## src/rtl/qf_pkg.sv

```systemverilog
// Package for the quotient filter: sizes, field types, controller/datapath links.
// No dependencies.
`default_nettype none
package qf_pkg;
  localparam int SLOTS = 64;
  localparam int QUOTIENT_BITS = 6;
  localparam int REMAINDER_BITS = 26;
  localparam int KEY_BITS = 32;
  localparam int SLOT_W = $clog2(SLOTS);
  localparam int CNT_W = $clog2(SLOTS + 1);

  localparam logic MODE_INSERT = 1'b0;
  localparam logic MODE_QUERY = 1'b1;
  localparam logic STATUS_OK = 1'b0;
  localparam logic STATUS_FULL = 1'b1;

  typedef logic [KEY_BITS-1:0] key_t;
  typedef logic [REMAINDER_BITS-1:0] rem_t;
  typedef logic [SLOTS-1:0] bits_t;
  typedef logic [CNT_W-1:0] cnt_t;
  typedef logic [SLOT_W-1:0] slot_t;

  typedef struct packed {
    logic load;       // capture the item, clear the counters
    logic rank_step;  // one slot of the occupied rank count
    logic sel_step;   // one slot of the run-end select / first-free scan
    logic shift_step; // one slot of the right shift
    logic reject;     // insert refused, block full
    logic commit;     // write the remainder, update the bit vectors
    logic query_step; // one slot of the run scan
  } qf_cmd_t;

  typedef struct packed {
    logic rank_last;
    logic scan_end;
    logic sel_hit;
    logic sel_free;
    logic new_run;
    logic full;
    logic shift_done;
    logic query_done;
  } qf_sts_t;
endpackage
`default_nettype wire

```

## src/rtl/qf_if.sv

```systemverilog
// Valid/ready channel interfaces for items and results.
// Depends on qf_pkg.
`default_nettype none
interface qf_in_if;
  logic valid;
  logic ready;
  logic mode;
  logic [qf_pkg::KEY_BITS-1:0] key;
  modport source (output valid, output mode, output key, input ready);
  modport sink (input valid, input mode, input key, output ready);
endinterface

interface qf_out_if;
  logic valid;
  logic ready;
  logic found;
  logic status;
  modport source (output valid, output found, output status, input ready);
  modport sink (input valid, input found, input status, output ready);
endinterface
`default_nettype wire

```

## src/rtl/qf_ram.sv

```systemverilog
// Generic single-port-write, one-read RAM with registered read.
// No dependencies.
`default_nettype none
module qf_ram #(
  parameter int WIDTH = 8,
  parameter int DEPTH = 16
) (
  input  wire logic                     clk,
  input  wire logic                     we,
  input  wire logic [$clog2(DEPTH)-1:0] waddr,
  input  wire logic [WIDTH-1:0]         wdata,
  input  wire logic [$clog2(DEPTH)-1:0] raddr,
  output logic      [WIDTH-1:0]         rdata
);
  logic [WIDTH-1:0] mem [DEPTH];
  always_ff @(posedge clk) begin
    if (we) begin
      mem[waddr] <= wdata;
    end
    rdata <= mem[raddr];
  end
endmodule
`default_nettype wire

```

## src/rtl/qf_datapath.sv

```systemverilog
// Datapath: bit vectors, slot scan counters, remainder RAM.
// Depends on qf_pkg and qf_ram.
`default_nettype none
module qf_datapath (
  input  wire logic            clk,
  input  wire logic            rst_n,
  input  wire qf_pkg::qf_cmd_t cmd,
  input  wire qf_pkg::key_t    in_key,
  output qf_pkg::qf_sts_t      sts,
  output logic                 found,
  output logic                 status
);
  import qf_pkg::*;

  bits_t occ_r, occ_nxt, rend_r, rend_nxt;
  rem_t rem_r;
  slot_t q_r;
  slot_t i_r;       // scan slot
  slot_t e_r;       // end of the t-th run, the home run when occupied
  slot_t sh_r;      // shift pointer, starts at the first free slot
  slot_t qptr_r;    // run scan pointer
  logic e_ok_r, fr_ok_r, rd_pend_r, hit_r, miss_r, status_r;
  cnt_t t_r;        // occupied rank at home
  cnt_t ec_r;       // run ends before the scan slot
  cnt_t oc_r;       // occupied bits before the scan slot

  slot_t p_s, sh_m1, sh_m2, qptr_m1;
  logic e_hit, free_hit, new_run;
  logic ram_we;
  slot_t ram_waddr, ram_raddr;
  rem_t ram_wdata, ram_rdata;

  assign p_s = e_r + slot_t'(1);
  assign sh_m1 = sh_r - slot_t'(1);
  assign sh_m2 = sh_r - slot_t'(2);
  assign qptr_m1 = qptr_r - slot_t'(1);

  // t-th run end; first slot past it that no run covers
  assign e_hit = !e_ok_r && rend_r[i_r] && (ec_r + cnt_t'(1) == t_r);
  assign free_hit = e_ok_r && !fr_ok_r && (i_r > e_r)
                    && (ec_r >= oc_r + cnt_t'(occ_r[i_r]));
  assign new_run = !occ_r[q_r] && (t_r == '0 || (e_ok_r && e_r < q_r));

  always_comb begin
    ram_we = 1'b0;
    ram_waddr = sh_r;
    ram_wdata = ram_rdata;
    ram_raddr = qptr_r;
    if (cmd.shift_step) begin
      ram_raddr = rd_pend_r ? sh_m2 : sh_m1;
      ram_we = rd_pend_r;
    end
    if (cmd.query_step) begin
      ram_raddr = rd_pend_r ? qptr_m1 : qptr_r;
    end
    if (cmd.commit) begin
      ram_we = 1'b1;
      ram_waddr = new_run ? q_r : p_s;
      ram_wdata = rem_r;
    end
  end

  qf_ram #(.WIDTH(REMAINDER_BITS), .DEPTH(SLOTS)) u_ram (
    .clk, .we(ram_we), .waddr(ram_waddr), .wdata(ram_wdata),
    .raddr(ram_raddr), .rdata(ram_rdata)
  );

  always_ff @(posedge clk) begin
    if (!rst_n) begin
      occ_r <= '0;
      rend_r <= '0;
      rem_r <= '0;
      q_r <= '0;
      i_r <= '0;
      e_r <= '0;
      sh_r <= '0;
      qptr_r <= '0;
      e_ok_r <= 1'b0;
      fr_ok_r <= 1'b0;
      rd_pend_r <= 1'b0;
      hit_r <= 1'b0;
      miss_r <= 1'b0;
      status_r <= STATUS_OK;
      t_r <= '0;
      ec_r <= '0;
      oc_r <= '0;
    end else begin
      occ_r <= occ_nxt;
      rend_r <= rend_nxt;
      if (cmd.load) begin
        rem_r <= in_key[REMAINDER_BITS-1:0];
        q_r <= in_key[REMAINDER_BITS +: QUOTIENT_BITS];
        i_r <= '0;
        e_r <= '0;
        sh_r <= '0;
        qptr_r <= '0;
        e_ok_r <= 1'b0;
        fr_ok_r <= 1'b0;
        rd_pend_r <= 1'b0;
        hit_r <= 1'b0;
        miss_r <= 1'b0;
        status_r <= STATUS_OK;
        t_r <= '0;
        ec_r <= '0;
        oc_r <= '0;
      end else if (cmd.rank_step) begin
        if (occ_r[i_r]) t_r <= t_r + cnt_t'(1);
        i_r <= (i_r == q_r) ? '0 : i_r + slot_t'(1);
      end else if (cmd.sel_step) begin
        if (rend_r[i_r]) ec_r <= ec_r + cnt_t'(1);
        if (occ_r[i_r]) oc_r <= oc_r + cnt_t'(1);
        if (e_hit) begin
          e_r <= i_r;
          e_ok_r <= 1'b1;
          qptr_r <= i_r;
        end
        if (free_hit) begin
          sh_r <= i_r;
          fr_ok_r <= 1'b1;
        end
        i_r <= i_r + slot_t'(1);
      end else if (cmd.shift_step) begin
        rd_pend_r <= 1'b1;
        if (rd_pend_r) sh_r <= sh_m1;
      end else if (cmd.reject) begin
        status_r <= STATUS_FULL;
      end else if (cmd.query_step) begin
        rd_pend_r <= 1'b1;
        if (rd_pend_r) begin
          if (ram_rdata == rem_r) begin
            hit_r <= 1'b1;
          end else if (qptr_r == '0 || qptr_m1 < q_r || rend_r[qptr_m1]) begin
            miss_r <= 1'b1;
          end else begin
            qptr_r <= qptr_m1;
          end
        end
      end
    end
  end

  always_comb begin
    occ_nxt = occ_r;
    rend_nxt = rend_r;
    if (cmd.shift_step && rd_pend_r) begin
      rend_nxt[sh_r] = rend_r[sh_m1];
    end
    if (cmd.commit) begin
      occ_nxt[q_r] = 1'b1;
      if (new_run) begin
        rend_nxt[q_r] = 1'b1;
      end else begin
        if (occ_r[q_r]) rend_nxt[e_r] = 1'b0;
        rend_nxt[p_s] = 1'b1;
      end
    end
  end

  assign sts.rank_last = (i_r == q_r);
  assign sts.scan_end = (i_r == slot_t'(SLOTS - 1));
  assign sts.sel_hit = e_hit;
  assign sts.sel_free = free_hit;
  assign sts.new_run = new_run;
  assign sts.full = !new_run && !(e_ok_r && fr_ok_r);
  assign sts.shift_done = (sh_r == p_s);
  assign sts.query_done = hit_r || miss_r || !occ_r[q_r] || !e_ok_r;
  assign found = hit_r;
  assign status = status_r;
endmodule
`default_nettype wire

```

## src/rtl/qf_ctrl.sv

```systemverilog
// Controller state machine sequencing rank, select, shift, commit and run scan.
// Depends on qf_pkg.
`default_nettype none
module qf_ctrl (
  input  wire logic            clk,
  input  wire logic            rst_n,
  input  wire logic            in_valid,
  output logic                 in_ready,
  input  wire logic            in_mode,
  output logic                 out_valid,
  input  wire logic            out_ready,
  output qf_pkg::qf_cmd_t      cmd,
  input  wire qf_pkg::qf_sts_t sts
);
  import qf_pkg::*;
  typedef enum logic [2:0] {
    S_IDLE, S_RANK, S_SELECT, S_SHIFT, S_COMMIT, S_QUERY, S_DONE
  } state_t;
  state_t state_r;
  logic mode_r;
  logic sel_last;

  assign in_ready = (state_r == S_IDLE);
  assign sel_last = sts.scan_end || ((mode_r == MODE_QUERY) ? sts.sel_hit : sts.sel_free);

  always_comb begin
    cmd = '0;
    unique case (state_r)
      S_IDLE: cmd.load = in_valid;
      S_RANK: cmd.rank_step = 1'b1;
      S_SELECT: cmd.sel_step = 1'b1;
      S_SHIFT: begin
        if (sts.full) cmd.reject = 1'b1;
        else if (!sts.new_run && !sts.shift_done) cmd.shift_step = 1'b1;
      end
      S_COMMIT: cmd.commit = 1'b1;
      S_QUERY: cmd.query_step = !sts.query_done;
      S_DONE: cmd = '0;
      default: cmd = '0;
    endcase
  end

  always_ff @(posedge clk) begin
    if (!rst_n) begin
      state_r <= S_IDLE;
      out_valid <= 1'b0;
      mode_r <= MODE_INSERT;
    end else begin
      unique case (state_r)
        S_IDLE: if (in_valid) begin
          mode_r <= in_mode;
          state_r <= S_RANK;
        end
        S_RANK: if (sts.rank_last) state_r <= S_SELECT;
        S_SELECT: if (sel_last) begin
          state_r <= (mode_r == MODE_QUERY) ? S_QUERY : S_SHIFT;
        end
        S_SHIFT: begin
          if (sts.full) begin
            state_r <= S_DONE;
            out_valid <= 1'b1;
          end else if (sts.new_run || sts.shift_done) begin
            state_r <= S_COMMIT;
          end
        end
        S_COMMIT: begin
          state_r <= S_DONE;
          out_valid <= 1'b1;
        end
        S_QUERY: if (sts.query_done) begin
          state_r <= S_DONE;
          out_valid <= 1'b1;
        end
        S_DONE: if (out_ready) begin
          out_valid <= 1'b0;
          state_r <= S_IDLE;
        end
        default: state_r <= S_IDLE;
      endcase
    end
  end

  a_one_busy: assert property (@(posedge clk) disable iff (!rst_n)
    out_valid |-> !in_ready) else $error("accept while result pending");
  a_load_idle: assert property (@(posedge clk) disable iff (!rst_n)
    cmd.load |-> state_r == S_IDLE) else $error("load outside idle");
  a_done_valid: assert property (@(posedge clk) disable iff (!rst_n)
    (state_r == S_DONE) == out_valid) else $error("result valid mismatch");
endmodule
`default_nettype wire

```

## src/rtl/quotient_filter_insert_query.sv

```systemverilog
// Top level of the quotient filter: channels, controller, datapath.
// Depends on qf_pkg, qf_if, qf_ctrl, qf_datapath.
//  channel | dir | carries
//  in_     | in  | mode, key
//  out_    | out | found, status
// One item at a time: take it, count the occupied rank up to home, then scan for
// the home run end and, for an insert, the first free slot. Insert: refuse if the
// block is full, else shift the slots that move, then commit the remainder.
// Query: compare the remainders of the home run, if it is present.
// Reset (rst_n, synchronous) clears both bit vectors; the RAM needs no clear.
// A stalled result holds the block; no new item is taken until it transfers.
`default_nettype none
module quotient_filter_insert_query (
  input wire logic clk,
  input wire logic rst_n,
  qf_in_if.sink    in_ch,
  qf_out_if.source out_ch
);
  import qf_pkg::*;
  qf_cmd_t cmd;
  qf_sts_t sts;

  qf_ctrl u_ctrl (
    .clk, .rst_n, .in_valid(in_ch.valid), .in_ready(in_ch.ready), .in_mode(in_ch.mode),
    .out_valid(out_ch.valid), .out_ready(out_ch.ready), .cmd, .sts
  );
  qf_datapath u_dp (
    .clk, .rst_n, .cmd, .in_key(in_ch.key), .sts,
    .found(out_ch.found), .status(out_ch.status)
  );
endmodule
`default_nettype wire
```

## src/flat_wrapper.sv

```systemverilog
// flat-port wrapper written by rule: the top's interface ports become plain ports
module quotient_filter_insert_query_flat import qf_pkg::*;
  (clk, rst_n, in_ch_valid, in_ch_mode, in_ch_key, in_ch_ready, out_ch_valid, out_ch_found, out_ch_status, out_ch_ready);
  qf_in_if in_ch_i ();
  qf_out_if out_ch_i ();
  input wire logic clk;
  input wire logic rst_n;
  input wire logic [$bits(in_ch_i.valid)-1:0] in_ch_valid;
  input wire logic [$bits(in_ch_i.mode)-1:0] in_ch_mode;
  input wire logic [$bits(in_ch_i.key)-1:0] in_ch_key;
  output wire logic [$bits(in_ch_i.ready)-1:0] in_ch_ready;
  output wire logic [$bits(out_ch_i.valid)-1:0] out_ch_valid;
  output wire logic [$bits(out_ch_i.found)-1:0] out_ch_found;
  output wire logic [$bits(out_ch_i.status)-1:0] out_ch_status;
  input wire logic [$bits(out_ch_i.ready)-1:0] out_ch_ready;
  assign in_ch_i.valid = in_ch_valid;
  assign in_ch_i.mode = in_ch_mode;
  assign in_ch_i.key = in_ch_key;
  assign in_ch_ready = in_ch_i.ready;
  assign out_ch_valid = out_ch_i.valid;
  assign out_ch_found = out_ch_i.found;
  assign out_ch_status = out_ch_i.status;
  assign out_ch_i.ready = out_ch_ready;
  quotient_filter_insert_query u_core (.clk(clk), .rst_n(rst_n), .in_ch(in_ch_i), .out_ch(out_ch_i));
endmodule
```

## config.mk

```make
export PLATFORM = sky130hd
export DESIGN_NAME = quotient_filter_insert_query_flat
export DESIGN_NICKNAME = d
export VERILOG_FILES = /design/src/rtl/qf_pkg.sv /design/src/rtl/qf_if.sv /design/src/rtl/qf_ram.sv /design/src/rtl/qf_datapath.sv /design/src/rtl/qf_ctrl.sv /design/src/rtl/quotient_filter_insert_query.sv /design/src/flat_wrapper.sv
export SDC_FILE = /design/constraint.sdc
export NUM_CORES = 2
export LEC_CHECK = 0
export BUFFER_PORTS_ARGS = -buffer_cell sky130_fd_sc_hd__buf_2
export CAP_MARGIN = 20
export CORE_MARGIN = 2
export CORE_UTILIZATION = 45
export CTS_CLUSTER_DIAMETER = 80
export DETAILED_ROUTE_END_ITERATION = 10
export PLACE_DENSITY = 0.57
export SLEW_MARGIN = 15
export SYNTH_ARGS = -nofsm -noshare
export SYNTH_HDL_FRONTEND = slang
export SYNTH_SLANG_ARGS = --single-unit
```

## constraint.sdc

```tcl
create_clock -name clk -period 5.82 [get_ports clk]
set_input_delay 0.291 -clock clk [delete_from_list [all_inputs] [get_ports clk]]
set_output_delay 0.291 -clock clk [all_outputs]
set_load 0.01 [all_outputs]
```

; Word-level counts from Yosys, hierarchy flattened
; Memory sizes are Yosys's and may differ from the RTL's. A register that Yosys moved wholly into a read port is not among the register bits.
; Cells that the tools add are included.
[totals]
ff_bits = 216
ram_bits = 1664
in_bits = 37
output_inout_bits = 4
word_cells = 212
n_memories = 1
[op_classes]
n_addsub = 9
n_lt_le_gt_ge = 15
n_eq_ne = 25
muxes = 77
bitwise = 11
n_reduce_logical = 54
[mem_list]
columns = memory, depth, width, read_ports, rd_ports_with_merged_regs, write_ports, line
row1 = u_core.u_dp.u_ram.mem, 64, 26, 1, 1, 1, qf_ram.sv:15  ; logic [WIDTH-1:0] mem [DEPTH];
[op_table]
columns = op, count
row1 = $mux W64, 6
row2 = $or A64 B64 Y64, 3
row3 = $mux W6, 21
row4 = $and A64 B64 Y64, 1
row5 = $bwmux W64, 1
row6 = $not A64 Y64, 1
row7 = $lt A6 B7 Y1 const B, 7
row8 = $bmux W1 S6, 5
row9 = $mux W1, 28
row10 = $eq A26 B26 Y1, 1
row11 = $mux W26, 1
row12 = $demux W1 S6, 4
row13 = $ge A6 B1 Y1 const B, 4
row14 = $mux W3, 8
row15 = $add A7 B1 Y7 const B, 3
row16 = $pmux W3 S7, 1
row17 = $reduce_and A4 Y1, 4
row18 = $reduce_and A8 Y1, 2
row19 = $logic_and A1 B1 Y1, 15
row20 = $ne A2 B2 Y1 const B, 7
row21 = $add A6 B1 Y6 const B, 2
row22 = $eq A6 B6 Y1, 2
row23 = $lt A6 B6 Y1, 2
row24 = $ne A2 B1 Y1 const B, 6
row25 = other kinds (26), 56

; Logic depth before layout (Yosys ltp)
[depth]
word_depth = 18
ltp_mapped = 22

; Modules after synthesis
; Synthesis repeated with hierarchy kept, for this count alone.
[hier_totals]
cells_unflattened = 4706
area_unflattened_um2 = 79530.0
[by_module_without_submodules]
columns = module, instances, cells_per_inst, area_per_inst_um2, seq_area_each_um2
row1 = qf_ram, 1, 2827, 64235.4, 50488.4
row2 = qf_datapath, 1, 1833, 14929.3, 4224.1
row3 = qf_ctrl, 1, 46, 365.4, 100.1

; Least setup slack after synthesis
; OpenSTA, ideal clock, no wires.
[synth_timing]
kind = reg2reg
startpoint = register u_core.u_dp.i_r[0]
endpoint = register u_core.u_ctrl.state_r[1]
setup_ps = 120
arrival_time_ps = 4889
required_time_ps = 5700
path_slack_ps = 811
path_stages_with_launch = 19
period_less_slack_ps = 5009
path_cell_list = dfxtp_1 -> clkbuf_1 -> mux4_2 -> mux4_2 -> mux4_2 -> ha_1 -> ha_1 -> inv_1 -> ha_1 -> a21o_1 -> a21o_1 -> a21o_1 -> a21o_1 -> a21o_1 -> a21oi_1 -> nor4_1 -> o31ai_1 -> nor3_1 -> o31a_1
[synth_between]
elab_chain_len = 9
elab_cells_between_ends = 18
cone_classes = add/sub: 1 / order compare: 2 / eq/ne: 4 / mux: 5 / reduce/logical: 6
[synth_rtl]
columns = element, line
row1 = start: declaration, qf_datapath.sv:18  ; slot_t i_r;
row2 = start signal: assignment, qf_datapath.sv:108  ; i_r <= (i_r == q_r) ? '0 : i_r + slot_t'(1);
row3 = start signal: assignment, qf_datapath.sv:121  ; i_r <= i_r + slot_t'(1);
row4 = $bmux W1 S6, qf_datapath.sv:41  ; && (ec_r >= oc_r + cnt_t'(occ_r[i_r]));
row5 = $mux W1 (not written as such), qf_datapath.sv:41
row6 = $add A7 B1 Y7, qf_datapath.sv:41
row7 = $ge A7 B7 Y1, qf_datapath.sv:41
row8 = $logic_and A1 B1 Y1, qf_datapath.sv:41
row9 = $mux W1, qf_ctrl.sv:24  ; assign sel_last = sts.scan_end || ((mode_r == MODE_QUERY) ? sts.sel_hit : sts.sel_free);
row10 = $logic_or A1 B1 Y1, qf_ctrl.sv:24
row11 = $ne A2 B2 Y1 (no line), n/a
row12 = $reduce_and A6 Y1 (no line) (*), n/a
row13 = end signal: assignment, qf_ctrl.sv:56  ; state_r <= (mode_r == MODE_QUERY) ? S_QUERY : S_SHIFT;
row14 = end: declaration, qf_ctrl.sv:19  ; state_t state_r;
; Every way passes the cells marked *; elsewhere a longest branch is shown, timed or not. The select of a mux whose other input is x is not followed.
; A chain may end at the register's enable or synchronous reset.

; Final worst setup path
[layout_timing]
startpoint = register u_core.u_dp.q_r[0]
endpoint = register u_core.u_dp.u_ram.rdata[6] (read register of u_core.u_dp.u_ram.mem)
[layout_between]
elab_chain_len = 11
elab_cells_between_ends = 19
cone_classes = order compare: 1 / mux: 8 / reduce/logical: 10
[layout_rtl]
columns = element, line
row1 = start: declaration, qf_datapath.sv:17  ; slot_t q_r;
row2 = start signal: assignment, qf_datapath.sv:92  ; q_r <= in_key[REMAINDER_BITS +: QUOTIENT_BITS];
row3 = $bmux W1 S6 / $lt A6 B6 Y1 (equally long branches), "qf_datapath.sv:42, qf_datapath.sv:166"
row4 = $mux W1 (not written as such) / $logic_and A1 B1 Y1 (equally long branches), "qf_datapath.sv:42, qf_datapath.sv:166"
row5 = $logic_not A1 Y1 / $logic_or A1 B1 Y1 (equally long branches), "qf_datapath.sv:42, qf_datapath.sv:166"
row6 = $logic_and A1 B1 Y1, qf_datapath.sv:42  ; assign new_run = !occ_r[q_r] && (t_r == '0 || (e_ok_r && e_r < q_r));
row7 = $logic_not A1 Y1, "qf_datapath.sv:164, qf_ctrl.sv:34"
row8 = $logic_and A1 B1 Y1, qf_ctrl.sv:34  ; else if (!sts.new_run && !sts.shift_done) cmd.shift_step = 1'b1;
row9 = $mux W1, qf_ctrl.sv:34
row10 = $mux W1, qf_ctrl.sv:33  ; if (sts.full) cmd.reject = 1'b1;
row11 = $mux W2, qf_ctrl.sv:28  ; unique case (state_r)
row12 = $mux W6, qf_datapath.sv:49  ; if (cmd.shift_step) begin
row13 = $mux W6 (*), qf_datapath.sv:53  ; if (cmd.query_step) begin
row14 = end: declaration, qf_ram.sv:13  ; output logic [WIDTH-1:0] rdata
; Marks and branches as above.

==> results.md <==
* R2R depth at 16
* Post-synth EDFFs at about 1700
* Area Overhead vs Synth at 15.2%
* Die height at 431 microns
* Worst Tran Pin Value at approximately 1.2 ns
* Final instance area at 0.0944 sq mm
* Dpl hpwl at around 170000 microns
* Final Max Tran Viols at 0
* Synth Register Bits at 1906
* Gr usage total at 0.296
* Unrepaired setup endpoints after global routing: no
* ANT nets after route at 0
* VDD IR max at between 200 and 300 uV
* Sw frac at 0.232
* Residual DRC count at 0
* Crit-path most repeated cell: buf_12
* Fin crit share at 0.982
* R2R Setup Slk at 0.10 ns
* Seq/Total Area, Yosys at 0.669
* Pin count of the biggest net entering global routing at around 150
* Fmax at approximately 170 MHz
* Slew HR at 0.165
* Synth warn at 0
* Routed Wire Length at about 280000 microns
* CTS max path bufs at 3
* Leak at 33.3 nW
* Crit Path Max Fanout at 30
* Clock latency on the worst-skew pair at 0.86 ns
* Critical Path AT at 6.50 ns
* Post-CTS Setup Bufs at 0
* Class of the worst hold path: register to register
* Startpoint Class: register
* Layout Nets at 6758
* Row count at approximately 160
* Routed length per instance at 30.4 microns
* Max Cap Viol at 0
* Power share of the clock group at 0.435
* Worst Hold Path EP: u_core.u_dp.occ_r[6]
* Yosys top cell by area: edfxtp_1
* Minimum clock period at approximately 5.7 ns
* Drt first-iter violations at approximately 7500
* Count of cell types in the netlist at 81
* Sink Count at between 1500 and 2000
* Core Util, Final at 0.522
* Die Span X at 431 microns
* Clock tree from TritonCTS: yes
* Combinational Power Share at 0.057
* Starting density of the core at 0.453
* Vias per inst at 6.28
* CP endpoint kind: register
* Global route overflow at 0
* GPL Wtd Cong at 0.952
* Die area at 0.186 sq mm
* Synthesized area per cell at 12.6 sq um
* Final setup vio count at 0
* Final hold vios at 0
* Sw power at around 0.007 W
* Share of cells above drive strength 1 at 0.135
* Critical Path RT at 6.61 ns
* Core area at roughly 0.18 sq mm
* Slowest CP cell: a211oi_4
* Top FF cell, synth: edfxtp_1
* Clock H-tree levels at 4
* Max Clock Skew at 0.0513 ns
* Hold Startpoint: u_core.u_dp.occ_r[6]
* FF-to-FF Start: u_core.u_dp.q_r[0]
* Syn_nets at 6568
* Placed cell count at 8778
* Drt first pass iters at 5
* Fin Setup TNS at 0 ns
* Cell Pwr Density at 318 mW/mm^2
* Worst path bufs/invs at 4
* Clock root buffer: clkbuf_16
* Outcome: finished, final reports clean
* Cell Int Power at about 0.023 W
* Dpl ws at a little under 0.3 ns
* Vias in the first global route at ~54000
* Synth Instances at 6492
* Initial antenna violation count at 13
* WHS Path Cells at 2
* Layout Cells excl Fill at 9226
* Top-area cell type share of the netlist area at 0.610
* R2r endpoint: u_core.u_dp.u_ram.rdata[6]
* CP Cell Sequence: buf_12, mux4_2, mux2_2, nand3_1, nand3_2, or3_1, o31a_4, a211oi_4, buf_12, buf_12, nand2_1, a32oi_1, buf_4, nand4_1, nand4_1, or4_1
* Vias at slightly below 60000
* Crit-path leading delay family: simple AND/OR/NAND/NOR gates
* Placed cell area at 0.0869 sq mm
* Stages on worst setup path at 16
* Critical path class: register to register
* Clk slew on worst S/H paths at 0.06 ns
* Async SR Flop Fraction at 0
* Synthesized area at 0.0820 sq mm
* First-pass GRT wire length at 399000 microns
* # IOs at 41
* Flop pwr share at 0.508
* Area contributors post-synth: edfxtp_1 (61%), nand2_1 (6.2%), dfxtp_1 (5.9%)
* Final setup margin at approximately 0.1 ns
* CP max stage delay at 0.72 ns
* CTS Buf Count at 200
* Port-buffer cells at 40
synthesized netlist by cell type, types with 39 or more instances:
master / n
a2111oi_0: 103
a211o_1: 55
a211oi_1: 53
a21boi_0: 63
a21oi_1: 376
a22oi_1: 56
a31oi_1: 64
a32oi_1: 101
and3_1: 64
buf_1: 42
buf_2: 56
clkbuf_1: 341
dfxtp_1: 242
edfxtp_1: 1664
ha_1: 39
inv_1: 90
mux2i_1: 219
mux4_2: 91
nand2_1: 1357
nand3_1: 286
nand4_1: 119
nor2_1: 284
nor3_1: 80
o21a_1: 57
o21ai_0: 53
or4_1: 52
xnor2_1: 43
xor2_1: 47
power by group through the flow:
stage	registers, W	logic, W	clock network (W)
5_1_grt	0.0153	0.00180	0.0137
6_report	0.0153	0.00171	0.0131
3_5_place_dp	0.0155	0.00160	0
2_1_floorplan	0.0155	0.000881	0
3_3_place_gp	0.0155	0.00158	0
4_1_cts	0.0152	0.00167	0.0132
kinds of logic after synthesis:
| logic type | synth area share |
|---|---|
| XOR/XNOR | 0.00989 |
| buffers and inverters | 0.0279 |
| AND/OR/NAND/NOR | 0.124 |
| multiplexers | 0.0526 |
| AO/OA/AOI/OAI | 0.111 |
| flip-flops | 0.669 |
| adder cells (fa/ha/maj) | 0.00595 |
state kept, by name, indices dropped and copies added (netlist names), 3 cells and up:
signal,flops
u_core.u_dp.q_r,6
u_core.u_ctrl.state_r,3
u_core.u_dp.qptr_r,6
u_core.u_dp.ec_r,7
u_core.u_dp.u_ram.mem,1664
u_core.u_dp.rend_r,64
u_core.u_dp.rem_r,26
u_core.u_dp.i_r,6
u_core.u_dp.sh_r,6
u_core.u_dp.u_ram.rdata,26
u_core.u_dp.t_r,7
u_core.u_dp.occ_r,64
u_core.u_dp.e_r,6
u_core.u_dp.oc_r,7
per-stage QoR:
stage / power, W / hold WS (ns)
after CTS: 0.0301 / 0.483
after global routing: 0.0308 / 0.500
final: 0.0301 / 0.479
after global placement: 0.0171 / 0.470
after detailed placement: 0.0171 / 0.476
after floorplan: 0.0163 / 0.436
routing by layer:
| layer | global-route usage | up-vias | wire length, microns |
|---|---|---|---|
| li1 | - | 25000 | - |
| met1 | 0.420 | 29400 | 116000 |
| met2 | 0.450 | 3081 | 126000 |
| met3 | 0.0578 | 534 | 27000 |
| met4 | 0.117 | 4 | 12000 |
| met5 | 0 | - | 26 |
timing repair:
| item | CTS | global route |
|---|---|---|
| endpoints found under the setup margin | 0 | 2 |
| resized for setup | 0 | 2 |
| hold endpoints to repair | 42 | 0 |
| hold buffers | 68 | 0 |
layout by cell type, fill, tap and decap left out, drive strengths merged, types with 56 or more instances in the layout:
master | Yosys | routed
mux2i | 220 | 220
a32oi | 102 | 102
edfxtp | 1664 | 1664
nand3 | 288 | 288
o21ai | 56 | 56
clkinv | 0 | 71
clkbuf | 341 | 267
dlygate4sd3 | 0 | 68
nand4 | 119 | 119
and3 | 64 | 64
nand2 | 1357 | 1357
a2111oi | 103 | 103
o21a | 57 | 57
nor3 | 80 | 80
a21boi | 68 | 68
a21oi | 376 | 376
mux4 | 91 | 91
dfxtp | 242 | 242
a22oi | 56 | 56
nor2 | 284 | 284
a31oi | 64 | 64
buf | 122 | 381
inv | 91 | 102
how the worst max path moves through the flow:
stage	slack (ns)	to	from
floorplan	0.81	u_core.u_ctrl.state_r[1]	u_core.u_dp.i_r[0]
global placement	0.26	u_core.u_dp.u_ram.rdata[18]	u_core.u_dp.q_r[0]
detailed placement	0.29	u_core.u_dp.u_ram.rdata[8]	u_core.u_dp.q_r[0]
CTS	0.26	u_core.u_dp.u_ram.rdata[18]	u_core.u_dp.q_r[0]
global route	0.04	u_core.u_dp.u_ram.rdata[8]	u_core.u_dp.q_r[0]
finish	0.10	u_core.u_dp.u_ram.rdata[6]	u_core.u_dp.q_r[0]
area by class of cell:
class,count,area [sq um]
clock buffer,265,5480
inverter,91,342
tap,2370,2970
antenna,4,10.0
fill,15400,86500
sequential,1906,54800
timing repair buffer,451,4160
multi-input combinational,4032,25400
clock inverter,107,1240
tightest hold or removal path: stages, from the launching register on:
cell      delay (ns)
dfxtp_1         0.32
inv_1           0.05
a21boi_0        0.06
No activity file was read; power rests on OpenSTA's default activity.
